**src/rtl/core/ats_pkg.sv**
```systemverilog
// ----------------------------------------------------------------------------
// ats_pkg - shared types for the aging two-level scheduler
// Request and response words, action and status codes, controller states and
// the command groups sent to the task and thread cells.
// ----------------------------------------------------------------------------
package ats_pkg;

   typedef enum logic [1:0] {
      ACT_TICK          = 2'd0,
      ACT_CREATE_TASK   = 2'd1,
      ACT_CREATE_THREAD = 2'd2
   } action_type;

   typedef enum logic [1:0] {
      STS_SWITCHED  = 2'd0,
      STS_NO_SWITCH = 2'd1,
      STS_CREATED   = 2'd2,
      STS_REJECTED  = 2'd3
   } status_type;

   typedef enum logic [2:0] {
      SCH_IDLE,
      SCH_TASK_SWEEP,
      SCH_THREAD_INJ,
      SCH_THREAD_SWEEP,
      SCH_COMMIT_OLD,
      SCH_COMMIT_NEW
   } sched_state_type;

   typedef struct packed {
      logic [1:0] action;
      logic [2:0] task_index;
   } req_type;

   typedef struct packed {
      logic [1:0] status;
      logic [2:0] task_id;
      logic [1:0] thread_id;
   } rsp_type;

   // commands broadcast to every task cell
   typedef struct packed {
      logic create;
      logic add_thread;
      logic commit;
   } tcell_cmd_type;

   // commands broadcast to every thread cell
   typedef struct packed {
      logic rd;
      logic create;
      logic clear_old;
      logic set_new;
   } thcell_cmd_type;

endpackage

```
**src/rtl/core/aging_two_level_scheduler_top.sv**
```systemverilog
// ----------------------------------------------------------------------------
// aging_two_level_scheduler_top - oldest-waiting-first task/thread scheduler
// Picks the longest-idle waiting task, then its longest-idle waiting thread.
// ----------------------------------------------------------------------------
// Usage:
//   Request channel: a word on req_word is taken at a rising edge with start
//   high and busy low. Actions: scheduling tick, create task, create thread.
//   Response channel: every request gives exactly one word on rsp_word,
//   marked by rsp_valid for one cycle. The receiver cannot stall; the word is
//   taken at the edge ending that cycle.
//   Create task / create thread: the response is registered and comes in the
//   next cycle, busy stays low, so one create word can be taken every cycle.
//   Tick: a best-so-far token walks the task cells, one cell a cycle, then
//   the chosen task's slot is read from every thread cell and a token walks
//   the thread cells, then the commit states COMMIT_OLD and COMMIT_NEW. The
//   response is registered in COMMIT_NEW, or where a walk finds nothing to
//   run; the next request is taken in the cycle of the response strobe.
//   Reset (synchronous, high): no tasks, nothing running, no response pending.
//   Thread slot storage needs no clearing: a slot is written when created.
// ----------------------------------------------------------------------------
module aging_two_level_scheduler_top #(
   parameter int MAX_TASKS   = 8,
   parameter int MAX_THREADS = 4,
   parameter int IDLE_BITS   = 16
) (
   input  logic             clock,
   input  logic             reset,
   input  logic             start,
   output logic             busy,
   input  ats_pkg::req_type req_word,
   output logic             rsp_valid,
   output ats_pkg::rsp_type rsp_word
);

   localparam int TIW  = $clog2(MAX_TASKS);
   localparam int TCW  = $clog2(MAX_TASKS + 1);
   localparam int TTW  = $clog2(MAX_THREADS + 1);
   localparam int SW   = (MAX_THREADS > 1) ? $clog2(MAX_THREADS) : 1;
   localparam int CMPW = (TCW > 3) ? TCW : 3;

   localparam logic [TCW-1:0] TASK_FULL = TCW'(MAX_TASKS);
   localparam logic [TTW-1:0] THR_FULL  = TTW'(MAX_THREADS);

   // controller registers
   ats_pkg::sched_state_type state_ff, state_in;
   logic [TCW-1:0]   task_total_ff, task_total_in;
   logic             cur_valid_ff, cur_valid_in;
   logic [TIW-1:0]   cur_task_ff, cur_task_in;
   logic [SW-1:0]    cur_thread_ff, cur_thread_in;
   logic [TIW-1:0]   nt_ff, nt_in;        // chosen task
   logic [TTW-1:0]   ntot_ff, ntot_in;    // its thread total
   logic [SW-1:0]    ns_ff, ns_in;        // chosen thread slot
   logic             rsp_valid_ff, rsp_valid_in;
   ats_pkg::rsp_type rsp_word_ff, rsp_word_in;

   // cell commands
   ats_pkg::tcell_cmd_type  tcmd;
   ats_pkg::thcell_cmd_type thcmd;
   logic [TIW-1:0]          sel_idx;
   logic [TIW-1:0]          th_addr;
   logic [SW-1:0]           th_sel_slot;
   logic                    tk_inject;   // token into the task chain
   logic                    th_inject;   // token into the thread chain

   // task chain: entry i feeds cell i, entry MAX_TASKS is the tail
   logic                 tk_valid   [MAX_TASKS+1];
   logic                 tk_found   [MAX_TASKS+1];
   logic [IDLE_BITS-1:0] tk_best    [MAX_TASKS+1];
   logic [TIW-1:0]       tk_idx     [MAX_TASKS+1];
   logic [TTW-1:0]       tk_tot     [MAX_TASKS+1];
   logic [TTW-1:0]       tk_cur_tot [MAX_TASKS+1];
   logic [TTW-1:0]       thr_total_all [MAX_TASKS];

   // thread chain
   logic                 th_valid [MAX_THREADS+1];
   logic                 th_found [MAX_THREADS+1];
   logic [IDLE_BITS-1:0] th_best  [MAX_THREADS+1];
   logic [SW-1:0]        th_slot  [MAX_THREADS+1];

   logic                 accept;
   logic [TIW-1:0]       t_ext;
   logic                 t_ok;
   logic [TTW-1:0]       tot_t;
   logic                 same_pair;

   assign accept = start && (state_ff == ats_pkg::SCH_IDLE);
   assign busy   = (state_ff != ats_pkg::SCH_IDLE);
   assign t_ext  = TIW'(req_word.task_index);
   // a present task index is always below MAX_TASKS
   assign t_ok   = CMPW'(req_word.task_index) < CMPW'(task_total_ff);
   assign tot_t  = thr_total_all[t_ext];
   assign same_pair = cur_valid_ff && (nt_ff == cur_task_ff) && (ns_ff == cur_thread_ff);

   // chain heads
   assign tk_valid[0]   = tk_inject;
   assign tk_found[0]   = 1'b0;
   assign tk_best[0]    = '0;
   assign tk_idx[0]     = '0;
   assign tk_tot[0]     = '0;
   assign tk_cur_tot[0] = '0;
   assign th_valid[0]   = th_inject;
   assign th_found[0]   = 1'b0;
   assign th_best[0]    = '0;
   assign th_slot[0]    = '0;

   always_comb begin
      state_in      = state_ff;
      task_total_in = task_total_ff;
      cur_valid_in  = cur_valid_ff;
      cur_task_in   = cur_task_ff;
      cur_thread_in = cur_thread_ff;
      nt_in         = nt_ff;
      ntot_in       = ntot_ff;
      ns_in         = ns_ff;
      rsp_valid_in  = 1'b0;
      rsp_word_in   = rsp_word_ff;
      tcmd          = '0;
      thcmd         = '0;
      sel_idx       = nt_ff;
      th_addr       = nt_ff;
      th_sel_slot   = ns_ff;
      tk_inject     = 1'b0;
      th_inject     = 1'b0;

      unique case (state_ff)
         ats_pkg::SCH_IDLE: begin
            if (accept) begin
               rsp_word_in.status    = ats_pkg::STS_REJECTED;
               rsp_word_in.task_id   = '0;
               rsp_word_in.thread_id = '0;
               unique case (req_word.action)
                  ats_pkg::ACT_TICK: begin
                     tk_inject = 1'b1;
                     state_in  = ats_pkg::SCH_TASK_SWEEP;
                  end
                  ats_pkg::ACT_CREATE_TASK: begin
                     rsp_valid_in = 1'b1;
                     if (task_total_ff != TASK_FULL) begin
                        tcmd.create         = 1'b1;
                        sel_idx             = TIW'(task_total_ff);
                        task_total_in       = task_total_ff + 1'b1;
                        rsp_word_in.status  = ats_pkg::STS_CREATED;
                        rsp_word_in.task_id = 3'(task_total_ff);
                     end
                  end
                  ats_pkg::ACT_CREATE_THREAD: begin
                     rsp_valid_in = 1'b1;
                     if (t_ok && tot_t != THR_FULL) begin
                        tcmd.add_thread       = 1'b1;
                        sel_idx               = t_ext;
                        thcmd.create          = 1'b1;
                        th_addr               = t_ext;
                        th_sel_slot           = SW'(tot_t);
                        rsp_word_in.status    = ats_pkg::STS_CREATED;
                        rsp_word_in.task_id   = req_word.task_index;
                        rsp_word_in.thread_id = 2'(tot_t);
                     end
                  end
                  default: begin
                     rsp_valid_in = 1'b1;
                  end
               endcase
            end
         end

         ats_pkg::SCH_TASK_SWEEP: begin
            if (tk_valid[MAX_TASKS]) begin
               if (tk_found[MAX_TASKS]) begin
                  nt_in     = tk_idx[MAX_TASKS];
                  ntot_in   = tk_tot[MAX_TASKS];
                  thcmd.rd  = 1'b1;
                  state_in  = ats_pkg::SCH_THREAD_INJ;
               end else if (cur_valid_ff) begin
                  // nothing waiting: the running task is chosen again
                  nt_in     = cur_task_ff;
                  ntot_in   = tk_cur_tot[MAX_TASKS];
                  thcmd.rd  = 1'b1;
                  state_in  = ats_pkg::SCH_THREAD_INJ;
               end else begin
                  rsp_valid_in          = 1'b1;
                  rsp_word_in.status    = ats_pkg::STS_NO_SWITCH;
                  rsp_word_in.task_id   = '0;
                  rsp_word_in.thread_id = '0;
                  state_in              = ats_pkg::SCH_IDLE;
               end
            end
            th_addr = nt_in;
         end

         ats_pkg::SCH_THREAD_INJ: begin
            th_inject = 1'b1;
            state_in  = ats_pkg::SCH_THREAD_SWEEP;
         end

         ats_pkg::SCH_THREAD_SWEEP: begin
            if (th_valid[MAX_THREADS]) begin
               if (th_found[MAX_THREADS]) begin
                  ns_in    = th_slot[MAX_THREADS];
                  state_in = ats_pkg::SCH_COMMIT_OLD;
               end else if (cur_valid_ff && nt_ff == cur_task_ff) begin
                  ns_in    = cur_thread_ff;
                  state_in = ats_pkg::SCH_COMMIT_OLD;
               end else begin
                  // no runnable thread: report the current pair (zero when none)
                  rsp_valid_in          = 1'b1;
                  rsp_word_in.status    = ats_pkg::STS_NO_SWITCH;
                  rsp_word_in.task_id   = 3'(cur_task_ff);
                  rsp_word_in.thread_id = 2'(cur_thread_ff);
                  state_in              = ats_pkg::SCH_IDLE;
               end
            end
         end

         ats_pkg::SCH_COMMIT_OLD: begin
            thcmd.clear_old = cur_valid_ff;
            state_in        = ats_pkg::SCH_COMMIT_NEW;
         end

         ats_pkg::SCH_COMMIT_NEW: begin
            thcmd.set_new         = 1'b1;
            tcmd.commit           = 1'b1;
            rsp_valid_in          = 1'b1;
            rsp_word_in.status    = same_pair ? ats_pkg::STS_NO_SWITCH : ats_pkg::STS_SWITCHED;
            rsp_word_in.task_id   = 3'(nt_ff);
            rsp_word_in.thread_id = 2'(ns_ff);
            cur_valid_in          = 1'b1;
            cur_task_in           = nt_ff;
            cur_thread_in         = ns_ff;
            state_in              = ats_pkg::SCH_IDLE;
         end

         default: begin
            state_in = ats_pkg::SCH_IDLE;
         end
      endcase
   end

   always_ff @(posedge clock) begin
      if (reset) begin
         state_ff      <= ats_pkg::SCH_IDLE;
         task_total_ff <= '0;
         cur_valid_ff  <= 1'b0;
         cur_task_ff   <= '0;
         cur_thread_ff <= '0;
         rsp_valid_ff  <= 1'b0;
      end else begin
         state_ff      <= state_in;
         task_total_ff <= task_total_in;
         cur_valid_ff  <= cur_valid_in;
         cur_task_ff   <= cur_task_in;
         cur_thread_ff <= cur_thread_in;
         rsp_valid_ff  <= rsp_valid_in;
      end
   end

   always_ff @(posedge clock) begin
      nt_ff       <= nt_in;
      ntot_ff     <= ntot_in;
      ns_ff       <= ns_in;
      rsp_word_ff <= rsp_word_in;
   end

   assign rsp_valid = rsp_valid_ff;
   assign rsp_word  = rsp_word_ff;

   // task cells
   for (genvar i = 0; i < MAX_TASKS; i++) begin : g_task
      ats_task_cell #(
         .IDX       (i),
         .TIW       (TIW),
         .TTW       (TTW),
         .IDLE_BITS (IDLE_BITS)
      ) u_cell (
         .clock        (clock),
         .reset        (reset),
         .cmd          (tcmd),
         .sel_idx      (sel_idx),
         .cur_idx      (cur_task_ff),
         .cur_valid    (cur_valid_ff),
         .tin_valid    (tk_valid[i]),
         .tin_found    (tk_found[i]),
         .tin_best     (tk_best[i]),
         .tin_idx      (tk_idx[i]),
         .tin_tot      (tk_tot[i]),
         .tin_cur_tot  (tk_cur_tot[i]),
         .tout_valid   (tk_valid[i+1]),
         .tout_found   (tk_found[i+1]),
         .tout_best    (tk_best[i+1]),
         .tout_idx     (tk_idx[i+1]),
         .tout_tot     (tk_tot[i+1]),
         .tout_cur_tot (tk_cur_tot[i+1]),
         .thr_total    (thr_total_all[i])
      );
   end

   // thread cells, one per slot
   for (genvar s = 0; s < MAX_THREADS; s++) begin : g_thread
      ats_thread_cell #(
         .IDX       (s),
         .MAX_TASKS (MAX_TASKS),
         .TIW       (TIW),
         .TTW       (TTW),
         .SW        (SW),
         .IDLE_BITS (IDLE_BITS)
      ) u_cell (
         .clock      (clock),
         .reset      (reset),
         .cmd        (thcmd),
         .addr       (th_addr),
         .old_addr   (cur_task_ff),
         .sel_slot   (th_sel_slot),
         .cur_slot   (cur_thread_ff),
         .tot        (ntot_ff),
         .tin_valid  (th_valid[s]),
         .tin_found  (th_found[s]),
         .tin_best   (th_best[s]),
         .tin_slot   (th_slot[s]),
         .tout_valid (th_valid[s+1]),
         .tout_found (th_found[s+1]),
         .tout_best  (th_best[s+1]),
         .tout_slot  (th_slot[s+1])
      );
   end

`ifndef ASSERT_OFF
   // the response strobe always lands with the controller back at rest
   a_rsp_idle: assert property (@(posedge clock) disable iff (reset)
      rsp_valid |-> !busy)
      else $error("response while busy");

   // creates and rejects answer on the next cycle
   a_create_lat: assert property (@(posedge clock) disable iff (reset)
      (accept && req_word.action != ats_pkg::ACT_TICK) |=> rsp_valid)
      else $error("create word not answered in one cycle");

   a_task_count: assert property (@(posedge clock) disable iff (reset)
      task_total_ff <= TASK_FULL)
      else $error("task count beyond table");

   // the running task always exists
   a_cur_live: assert property (@(posedge clock) disable iff (reset)
      cur_valid_ff |-> (TCW'(cur_task_ff) < task_total_ff))
      else $error("running task not present");
`endif

endmodule

```
**src/rtl/core/ats_task_cell.sv**
```systemverilog
// ----------------------------------------------------------------------------
// ats_task_cell - one task of the task chain
// Holds the idle count, running mark and thread total of one task; ages the
// task and updates the best-so-far token as it passes.
// ----------------------------------------------------------------------------
module ats_task_cell #(
   parameter int IDX       = 0,
   parameter int TIW       = 3,
   parameter int TTW       = 3,
   parameter int IDLE_BITS = 16
) (
   input  logic                      clock,
   input  logic                      reset,
   input  ats_pkg::tcell_cmd_type    cmd,
   input  logic [TIW-1:0]            sel_idx,
   input  logic [TIW-1:0]            cur_idx,
   input  logic                      cur_valid,
   input  logic                      tin_valid,
   input  logic                      tin_found,
   input  logic [IDLE_BITS-1:0]      tin_best,
   input  logic [TIW-1:0]            tin_idx,
   input  logic [TTW-1:0]            tin_tot,
   input  logic [TTW-1:0]            tin_cur_tot,
   output logic                      tout_valid,
   output logic                      tout_found,
   output logic [IDLE_BITS-1:0]      tout_best,
   output logic [TIW-1:0]            tout_idx,
   output logic [TTW-1:0]            tout_tot,
   output logic [TTW-1:0]            tout_cur_tot,
   output logic [TTW-1:0]            thr_total
);

   localparam logic [TIW-1:0]       MY_IDX   = TIW'(IDX);
   localparam logic [IDLE_BITS-1:0] IDLE_MAX = '1;

   logic                 live_ff, live_in;
   logic                 busy_ff, busy_in;
   logic [IDLE_BITS-1:0] idle_ff, idle_in;
   logic [TTW-1:0]       tot_ff, tot_in;

   logic                 tok_valid_ff, tok_found_ff, tok_found_in;
   logic [IDLE_BITS-1:0] tok_best_ff, tok_best_in;
   logic [TIW-1:0]       tok_idx_ff, tok_idx_in;
   logic [TTW-1:0]       tok_tot_ff, tok_tot_in;
   logic [TTW-1:0]       tok_cur_tot_ff, tok_cur_tot_in;

   logic                 is_sel, is_cur, cand;
   logic [IDLE_BITS-1:0] bumped;

   assign is_sel = (sel_idx == MY_IDX);
   assign is_cur = cur_valid && (cur_idx == MY_IDX);
   assign bumped = (idle_ff == IDLE_MAX) ? idle_ff : idle_ff + 1'b1;
   // strict compare: an earlier cell keeps a tie
   assign cand   = tin_valid && live_ff && !busy_ff && (!tin_found || bumped > tin_best);

   always_comb begin
      live_in = live_ff;
      busy_in = busy_ff;
      idle_in = idle_ff;
      tot_in  = tot_ff;
      if (tin_valid && live_ff) begin
         idle_in = bumped;
      end
      if (cmd.create && is_sel) begin
         live_in = 1'b1;
         busy_in = 1'b0;
         idle_in = '0;
         tot_in  = '0;
      end
      if (cmd.add_thread && is_sel) begin
         tot_in = tot_ff + 1'b1;
      end
      if (cmd.commit) begin
         if (is_cur) begin
            busy_in = 1'b0;
         end
         if (is_sel) begin
            busy_in = 1'b1;
            idle_in = '0;
         end
      end
   end

   always_comb begin
      tok_found_in   = tin_found || cand;
      tok_best_in    = cand ? bumped : tin_best;
      tok_idx_in     = cand ? MY_IDX : tin_idx;
      tok_tot_in     = cand ? tot_ff : tin_tot;
      tok_cur_tot_in = is_cur ? tot_ff : tin_cur_tot;
   end

   always_ff @(posedge clock) begin
      if (reset) begin
         live_ff      <= 1'b0;
         busy_ff      <= 1'b0;
         tok_valid_ff <= 1'b0;
      end else begin
         live_ff      <= live_in;
         busy_ff      <= busy_in;
         tok_valid_ff <= tin_valid;
      end
   end

   always_ff @(posedge clock) begin
      idle_ff        <= idle_in;
      tot_ff         <= tot_in;
      tok_found_ff   <= tok_found_in;
      tok_best_ff    <= tok_best_in;
      tok_idx_ff     <= tok_idx_in;
      tok_tot_ff     <= tok_tot_in;
      tok_cur_tot_ff <= tok_cur_tot_in;
   end

   assign tout_valid   = tok_valid_ff;
   assign tout_found   = tok_found_ff;
   assign tout_best    = tok_best_ff;
   assign tout_idx     = tok_idx_ff;
   assign tout_tot     = tok_tot_ff;
   assign tout_cur_tot = tok_cur_tot_ff;
   assign thr_total    = tot_ff;

endmodule

```
**src/rtl/core/ats_thread_cell.sv**
```systemverilog
// ----------------------------------------------------------------------------
// ats_thread_cell - one thread slot of the thread chain
// Holds this slot's idle count and running mark for every task in a small
// memory; ages the chosen task's slot as the token passes.
// ----------------------------------------------------------------------------
module ats_thread_cell #(
   parameter int IDX       = 0,
   parameter int MAX_TASKS = 8,
   parameter int TIW       = 3,
   parameter int TTW       = 3,
   parameter int SW        = 2,
   parameter int IDLE_BITS = 16
) (
   input  logic                      clock,
   input  logic                      reset,
   input  ats_pkg::thcell_cmd_type   cmd,
   input  logic [TIW-1:0]            addr,
   input  logic [TIW-1:0]            old_addr,
   input  logic [SW-1:0]             sel_slot,
   input  logic [SW-1:0]             cur_slot,
   input  logic [TTW-1:0]            tot,
   input  logic                      tin_valid,
   input  logic                      tin_found,
   input  logic [IDLE_BITS-1:0]      tin_best,
   input  logic [SW-1:0]             tin_slot,
   output logic                      tout_valid,
   output logic                      tout_found,
   output logic [IDLE_BITS-1:0]      tout_best,
   output logic [SW-1:0]             tout_slot
);

   localparam logic [SW-1:0]        MY_SLOT  = SW'(IDX);
   localparam logic [TTW-1:0]       MY_CNT   = TTW'(IDX);
   localparam logic [IDLE_BITS-1:0] IDLE_MAX = '1;

   logic [IDLE_BITS-1:0] idle_mem [MAX_TASKS];
   logic                 busy_mem [MAX_TASKS];

   logic [IDLE_BITS-1:0] idle_rd_ff;
   logic                 busy_rd_ff;

   logic                 idle_we, busy_we, busy_wd;
   logic [IDLE_BITS-1:0] idle_wd;
   logic [TIW-1:0]       busy_wa;

   logic                 tok_valid_ff, tok_found_ff, tok_found_in;
   logic [IDLE_BITS-1:0] tok_best_ff, tok_best_in;
   logic [SW-1:0]        tok_slot_ff, tok_slot_in;

   logic                 exists, cand;
   logic [IDLE_BITS-1:0] bumped;

   assign exists = (MY_CNT < tot);
   assign bumped = (idle_rd_ff == IDLE_MAX) ? idle_rd_ff : idle_rd_ff + 1'b1;
   assign cand   = tin_valid && exists && !busy_rd_ff && (!tin_found || bumped > tin_best);

   // one write per memory per cycle; the sources never overlap in time
   always_comb begin
      idle_we = 1'b0;
      idle_wd = '0;
      busy_we = 1'b0;
      busy_wd = 1'b0;
      busy_wa = addr;
      if (cmd.create && sel_slot == MY_SLOT) begin
         idle_we = 1'b1;
         busy_we = 1'b1;
      end
      if (tin_valid && exists) begin
         idle_we = 1'b1;
         idle_wd = bumped;
      end
      if (cmd.clear_old && cur_slot == MY_SLOT) begin
         busy_we = 1'b1;
         busy_wa = old_addr;
      end
      if (cmd.set_new && sel_slot == MY_SLOT) begin
         idle_we = 1'b1;
         busy_we = 1'b1;
         busy_wd = 1'b1;
      end
   end

   always_ff @(posedge clock) begin
      if (idle_we) begin
         idle_mem[addr] <= idle_wd;
      end
      if (cmd.rd) begin
         idle_rd_ff <= idle_mem[addr];
      end
   end

   always_ff @(posedge clock) begin
      if (busy_we) begin
         busy_mem[busy_wa] <= busy_wd;
      end
      if (cmd.rd) begin
         busy_rd_ff <= busy_mem[addr];
      end
   end

   always_comb begin
      tok_found_in = tin_found || cand;
      tok_best_in  = cand ? bumped : tin_best;
      tok_slot_in  = cand ? MY_SLOT : tin_slot;
   end

   always_ff @(posedge clock) begin
      if (reset) begin
         tok_valid_ff <= 1'b0;
      end else begin
         tok_valid_ff <= tin_valid;
      end
   end

   always_ff @(posedge clock) begin
      tok_found_ff <= tok_found_in;
      tok_best_ff  <= tok_best_in;
      tok_slot_ff  <= tok_slot_in;
   end

   assign tout_valid = tok_valid_ff;
   assign tout_found = tok_found_ff;
   assign tout_best  = tok_best_ff;
   assign tout_slot  = tok_slot_ff;

endmodule

```
**config.mk**
```make
export PLATFORM = sky130hd
export DESIGN_NAME = aging_two_level_scheduler_top
export DESIGN_NICKNAME = d
export VERILOG_FILES = /design/src/rtl/core/ats_pkg.sv /design/src/rtl/core/aging_two_level_scheduler_top.sv /design/src/rtl/core/ats_task_cell.sv /design/src/rtl/core/ats_thread_cell.sv
export SDC_FILE = /design/constraint.sdc
export NUM_CORES = 2
export LEC_CHECK = 0
export ABC_AREA = 0
export BUFFER_PORTS_ARGS = -buffer_cell sky130_fd_sc_hd__buf_2
export CAP_MARGIN = 5
export CORE_UTILIZATION = 55
export DETAILED_ROUTE_END_ITERATION = 10
export GPL_TIMING_DRIVEN = 0
export HOLD_SLACK_MARGIN = 0.02
export PLACE_DENSITY = 0.78
export RECOVER_POWER = 25
export SETUP_SLACK_MARGIN = 0.2
export SLEW_MARGIN = 10
export SYNTH_ARGS = -nofsm -noshare
export SYNTH_HDL_FRONTEND = slang
export SYNTH_SLANG_ARGS = --single-unit
export TNS_END_PERCENT = 20
```
**constraint.sdc**
```tcl
create_clock -name clock -period 8.5 [get_ports clock]
set_clock_uncertainty 0.15 [all_clocks]
set_input_delay 0.85 -clock clock [delete_from_list [all_inputs] [get_ports clock]]
set_output_delay 0.85 -clock clock [all_outputs]
set_load 0.05 [all_outputs]
```
After elaboration in Yosys (flattened, before gate mapping)
Memories as Yosys holds them, arrays and structs flattened. A register that Yosys moved wholly into a read port is not among the register bits. Index checks and enable logic that the tools add are counted.

Eq/ne operators: 51. Bitwise gates (word level): 1. $lt $le $gt $ge: 16. Multiplexer cells: 235. Reduce and logical (&&, ||, !) cells: 139. Add/subtract/negate cells: 21.

Operators by type and width (count): $mux 16 (56); $add 16x1->16 const B (12); $eq 16x16->1 const B (12); $gt 16x16->1 (10); $mux 3 (53); $mux 1 (99); $logic_and 1x1->1 (74); $mux 7 (7); $eq 3x3->1 const B (10); $pmux 7 s4 (1); $add 3x1->3 const B (8); $logic_not 1->1 (22); $mux 2 (11); $logic_or 1x1->1 (20); $reduce_bool 2->1 (10); $eq 3x2->1 const B (6); $pmux 3 s5 (1); $pmux 3 s2 (2); $eq 2x2->1 const B (5); $ne 2x2->1 const B (5); $pmux 5 s2 (1); $bmux 3 s3 (1); $eq 3x1->1 const B (3); $logic_not 3->1 (3); other kinds (21) (31).

Output and inout bits: 9. Register bits after elaboration: 456. Bits of input ports: 8. Memory bits (writable): 544. Memories kept: 8. Word-level logic and storage cells: 575.

Memories: g_thread[0].u_cell.idle_mem (words 8, width 16, rd ports 1, clocked after memory_dff 1, write ports 1, line ats_thread_cell.sv:36) `logic [IDLE_BITS-1:0] idle_mem [MAX_TASKS];`; g_thread[1].u_cell.idle_mem (words 8, width 16, rd ports 1, clocked after memory_dff 1, write ports 1, line ats_thread_cell.sv:36); g_thread[2].u_cell.idle_mem (words 8, width 16, rd ports 1, clocked after memory_dff 1, write ports 1, line ats_thread_cell.sv:36); g_thread[3].u_cell.idle_mem (words 8, width 16, rd ports 1, clocked after memory_dff 1, write ports 1, line ats_thread_cell.sv:36); g_thread[0].u_cell.busy_mem (words 8, width 1, rd ports 1, clocked after memory_dff 1, write ports 1, line ats_thread_cell.sv:37) `logic busy_mem [MAX_TASKS];`; g_thread[1].u_cell.busy_mem (words 8, width 1, rd ports 1, clocked after memory_dff 1, write ports 1, line ats_thread_cell.sv:37); 2 more memories.

Longest topological paths before layout
Depth after elaboration: 17. Mapped depth: 21. Depth with buffers taken out: 17.

Modules after synthesis
Synthesis repeated with hierarchy kept, for this count alone.

Cells, all modules: 4330. Area, all modules: 51152.8 µm².

By module, submodules not included: ats_thread_cell (g_thread[2].u_cell) (sequential area each 4994.8 µm², cells each 474, area each 7104.3 µm², instances 1); ats_thread_cell (g_thread[1].u_cell) (sequential area each 4994.8 µm², cells each 477, area each 7088.0 µm², instances 1); ats_thread_cell (g_thread[3].u_cell) (sequential area each 4994.8 µm², cells each 473, area each 7084.3 µm², instances 1); ats_thread_cell (g_thread[0].u_cell) (sequential area each 4994.8 µm², cells each 474, area each 7066.8 µm², instances 1); ats_task_cell (g_task[5].u_cell ...) (sequential area each 991.0 µm², cells each 279, area each 2578.7 µm², instances 2); ats_task_cell (g_task[1].u_cell ...) (sequential area each 991.0 µm², cells each 271, area each 2571.2 µm², instances 2); ats_task_cell (g_task[7].u_cell) (sequential area each 991.0 µm², cells each 293, area each 2681.3 µm², instances 1); ats_task_cell (g_task[0].u_cell) (sequential area each 991.0 µm², cells each 285, area each 2675.1 µm², instances 1); ats_task_cell (g_task[3].u_cell) (sequential area each 991.0 µm², cells each 279, area each 2573.7 µm², instances 1); ats_task_cell (g_task[4].u_cell) (sequential area each 991.0 µm², cells each 272, area each 2570.0 µm², instances 1); aging_two_level_scheduler_top (sequential area each 730.7 µm², cells each 203, area each 2009.4 µm², instances 1).

Worst setup path after synthesis
Ideal clock, no wire load.

Path type: input-to-reg. Start point: input req_word[1] (netlist name). End point: memory g_thread[0].u_cell.idle_mem[6][0], enable pin. Setup time: 0.388 ns. Data arrival time: 4.106 ns. Path buffers: 5. Required time: 7.962 ns. Setup slack: 3.856 ns. Stages on the path: 11. Path through: buf_6 > mux4_2 > mux2_4 > or4_1 > clkbuf_1 > nand3_1 > clkbuf_1 > o21ai_0 > clkbuf_1 > clkbuf_1 > nor2_1.

Word-level cells in the longest chain between the ends: 17. Elaborated cells between the ends (all ways): 27. Classes of those cells: order compare: 1; eq/ne: 1; mux: 20; bitwise: 1; reduce/logical: 4.

RTL lines: from (decl) (line aging_two_level_scheduler_top.sv:30) `input ats_pkg::req_type req_word,`; $not 3->4 (not written as such) (line aging_two_level_scheduler_top.sv:91) `assign tot_t = thr_total_all[t_ext];`; $bmux 3 s3 (line aging_two_level_scheduler_top.sv:91); $mux 3 (not written as such) (2 in series) (line aging_two_level_scheduler_top.sv:91); $ne 3x3->1 (line aging_two_level_scheduler_top.sv:148) `if (t_ok && tot_t != THR_FULL) begin`; $logic_and 1x1->1 (line aging_two_level_scheduler_top.sv:148); $mux 2 (line aging_two_level_scheduler_top.sv:148); $mux 2 (line aging_two_level_scheduler_top.sv:131) `unique case (req_word.action)`; $mux 2 (line aging_two_level_scheduler_top.sv:127) `if (accept) begin`; $mux 2 (line aging_two_level_scheduler_top.sv:125) `unique case (state_ff)`; $logic_not 2->1 (line ats_thread_cell.sv:64, ats_thread_cell.sv:76); $logic_and 1x1->1 (line ats_thread_cell.sv:64) `if (cmd.create && sel_slot == MY_SLOT) begin`; $mux 1 (line ats_thread_cell.sv:64); $mux 1 (line ats_thread_cell.sv:68) `if (tin_valid && exists) begin`; $mux 1 (line ats_thread_cell.sv:76) `if (cmd.set_new && sel_slot == MY_SLOT) begin`; $mux 1 (line ats_thread_cell.sv:84) `if (idle_we) begin`; $mux 1 (not written as such) (line ats_thread_cell.sv:85) `idle_mem[addr] <= idle_wd;`; to (decl) (line ats_thread_cell.sv:36).

Parallel ways exist; a longest one is shown, timed or not. The select of a mux whose other input is x is not followed.

Worst setup path in the final report
Start point: input req_word[2] (netlist name). End point: memory g_thread[0].u_cell.idle_mem[7][5], enable pin.

The elaborated chain is that of the path after synthesis.

==> results.md <==
* Status: finished, final reports clean
* Crit path max-delay cell type: clkbuf_1
* Sequential area share after synthesis at 0.560
* Post-synth EDFFs at 651
* Initial core utilization at 0.558
* Synthesized area at about 50000 µm²
* Switching power total at 3.97 mW
* Avg Inst Size Synth at about 11 µm²
* Maximum VDD drop at 0.000243 V
* Final period util at 0.801
* Cell variety after synth at 80
* Synth-to-layout area growth at 11.6%
* Cell leakage power at 20.8 nW
* RSZ-0062 raised after global routing: no
* Cells along the critical path: buf_2, clkbuf_1, clkbuf_1, nand3b_1, a41o_1, or4_1, clkbuf_1, nand3_1, clkbuf_1, o21ai_0, clkbuf_1, clkbuf_1, nor2_2, buf_6
* R2r startpoint: state_ff[0]$_SDFFE_PP0P_
* Initial antenna violation count at 10
* Drt initial violations at slightly above 4k
* Slowest cell delay on critical path at 890 ps
* Setup TNS at 0 ps
* Routed wire length per instance at 24.1 µm
* Final hold vios at 0
* Placed Area at around 52000 µm²
* WS Path Type: input pin to register
* Switch share at 0.296
* Worst setup EP type: register
* F_max at 0.147 GHz
* Slew headroom at 0.0233
* Number of port buffers at 15
* Post-route ant nets at 0
* Number of global-route vias before repair at 36.1k
* Most used cell, CP: clkbuf_1
* Post-CTS setup repair buffer count at 0
* First-pass GRT wire length at roughly 210000 µm
* Bufs and invs on worst path at 8
* Post-CTS Hold Fix Bufs at 0
* CP max FO at 10
* Pwr dens at 242 nW/µm²
* Critical path's top delay family: buffers and inverters
* H-tree depth at 3
* Hold Path Origin: g_task[4].u_cell.tout_idx[2]$_SDFF_PN1_
* Synth area leader: edfxtp_1
* Gr ovfl total at 0
* TritonCTS clock tree: built
* Worst Hold Class: register to register
* DR pass1 iterations at 9
* Number of cell rows at 109
* Yosys reg bits at 1063
* DP HPWL at 99600 µm
* Skew-Pair Late Insertion Delay at slightly above 700 ps
* Combinational share of power at 0.196
* CTS Buf Count at 106
* Worst setup SP type: input pin
* Root Buffer: clkbuf_16
* Top FF cell, synth: edfxtp_1
* Mapped Nets at around 4.6k
* DRC viols at 0
* Die Ht at 302 µm
* Area contributors post-synth: edfxtp_1 39%, dfxtp_1 17%, ha_1 4.7%, mux2_2 4.1%, a211oi_1 3.8%
* Post-layout min period at 6800 ps
* Post-synth top area share at 0.394
* Gpl congestion at roughly 0.95
* Design area at ~55000 µm²
* # setup viols final at 0
* Worst endpoint required time at 8740 ps
* Post-CTS sizing at 0
* Largest net degree at the start of global routing at 19
* DRT Wirelength at ~140000 µm
* CTS Buffer Depth at 3
* Layout cells sized above 1 at 0.112
* Clk pwr share at 0.361
* Internal at 9.45 mW
* Core area at 88900 µm²
* YS warnings at 0
* I/O pin count at 17
* Maxcap violations at 0
* Mapped Cells at 4406
* Arr. time, crit path at ~7000 ps
* Clock Sinks at about 1.1k
* Slew Viols, Final at 0
* Start point of the critical path: req_word[2]
* Final-stage net count at around 4.8k
* Sequential power share at 0.443
* Vias per cell at 6.36
* Asr flop ratio synth at 0
* DR vias at 37.0k
* GRT Total Usage at 0.303
* Worst-margin pin slew at 1470 ps
* Die area at 91500 µm²
* Clk slew on worst S/H paths at 60 ps
* Die W at 302 µm
## per-stage QoR
step	utilization	total power, mW	hold slack [ps]	setup WS, ps	instances
finish	0.623	13.4	249	1700	5827
detailed placement	0.583	8.61	250	1700	5624
global placement	0.576	8.52	248	804	5586
CTS	0.624	13.4	246	2420	5826
floorplan	-	7.84	241	3860	4406
global route	0.623	13.9	249	1730	5826
## layout by cell type, fill, tap and decap left out, drive strengths merged, types with 107 or more instances in the layout
cell type	instances
nand2	273
ha	187
nand4	109
and3	232
inv	213
clkbuf	365
and2	120
mux2	183
nand3	120
dfxtp	412
nor2	357
edfxtp	651
a21oi	107
xnor2	132
a211oi	250
## cell type report
| type | instances | area, µm² |
|---|---|---|
| sequential | 1063 | 27800 |
| tap | 1165 | 1460 |
| inverter | 208 | 781 |
| multi-input combinational | 2883 | 20100 |
| fill | 6760 | 33500 |
| clock inverter | 53 | 588 |
| timing repair buffer | 53 | 553 |
| clock buffer | 149 | 3040 |
| antenna | 1 | 2.50 |
| buffer | 252 | 1060 |
## flip-flops by register name, summed over array words and instances, names as in the netlist, 8 cells and up
signal,flops
g_thread.u_cell.idle_mem,512
g_task.u_cell.idle_ff,128
g_task.u_cell.tout_best,112
g_thread.u_cell.idle_rd_ff,64
g_thread.u_cell.tout_best,48
g_thread.u_cell.busy_mem,32
g_task.u_cell.thr_total,24
g_task.u_cell.tout_cur_tot,24
g_task.u_cell.tout_tot,24
g_task.u_cell.tout_idx,17
g_task.u_cell.busy_ff,8
g_task.u_cell.live_ff,8
g_task.u_cell.tout_found,8
g_task.u_cell.tout_valid,8
## kinds of logic (layout without fill, tap and decap cells)
logic type | after synthesis | count (layout) | synth area share
other | 0 | 1 | 0
adders and majority gates | 187 | 187 | 0.0471
AOI/OAI and AO/OA | 748 | 748 | 0.109
and+or+nand+nor | 1507 | 1507 | 0.157
DFF | 1063 | 1063 | 0.560
muxes | 210 | 210 | 0.0484
buffers and inverters | 460 | 715 | 0.0371
xor gates and xnor gates | 231 | 231 | 0.0408
## layer usage
layer / vias up / global-route usage / routed length, µm
met3: 560 / 0.0553 / 12600
met5: - / 0 / 37
li1: 16600 / - / -
met4: 6 / 0.176 / 8710
met1: 17700 / 0.373 / 52500
met2: 2149 / 0.503 / 66700
## cells in the mapped netlist, types with 20 or more instances
master / count
nand4_1: 109
a221oi_1: 46
a21o_1: 29
xor2_1: 99
o21a_1: 38
a21oi_1: 107
or2_2: 23
nand2b_1: 20
nand2_1: 273
mux2i_1: 22
inv_1: 207
buf_2: 26
nand3_1: 120
mux2_2: 182
a211oi_1: 250
nor3_1: 90
ha_1: 187
xnor2_1: 132
a22oi_1: 46
clkbuf_1: 199
and2_1: 120
o31ai_1: 48
dfxtp_1: 412
nor2_1: 357
edfxtp_1: 651
nor4_1: 48
o21ai_0: 66
nor2b_1: 51
and3_1: 232
and4_1: 20
## power by group through the flow
stage / clock [mW] / sequential, mW / combinational, mW
after global routing: 5.06 / 5.99 / 2.90
after CTS: 4.85 / 5.95 / 2.59
after detailed placement: 0 / 6.05 / 2.56
after floorplan: 0 / 6.01 / 1.84
final: 4.84 / 5.95 / 2.63
after global placement: 0 / 6.04 / 2.48
## final timing paths
check / endpoint / slack [ps] / cells after the start
min: g_task[5].u_cell.tout_idx[2]$_SDFF_PN1_ / 250 / 1
min reg2reg: g_task[5].u_cell.tout_idx[2]$_SDFF_PN1_ / 250 / 1
max: g_thread[0].u_cell.idle_mem[7][5]$_DFFE_PP_ / 1700 / 14
max reg2reg: g_thread[0].u_cell.idle_mem[7][5]$_DFFE_PP_ / 1990 / 12
(Power assumes the default switching activity.)
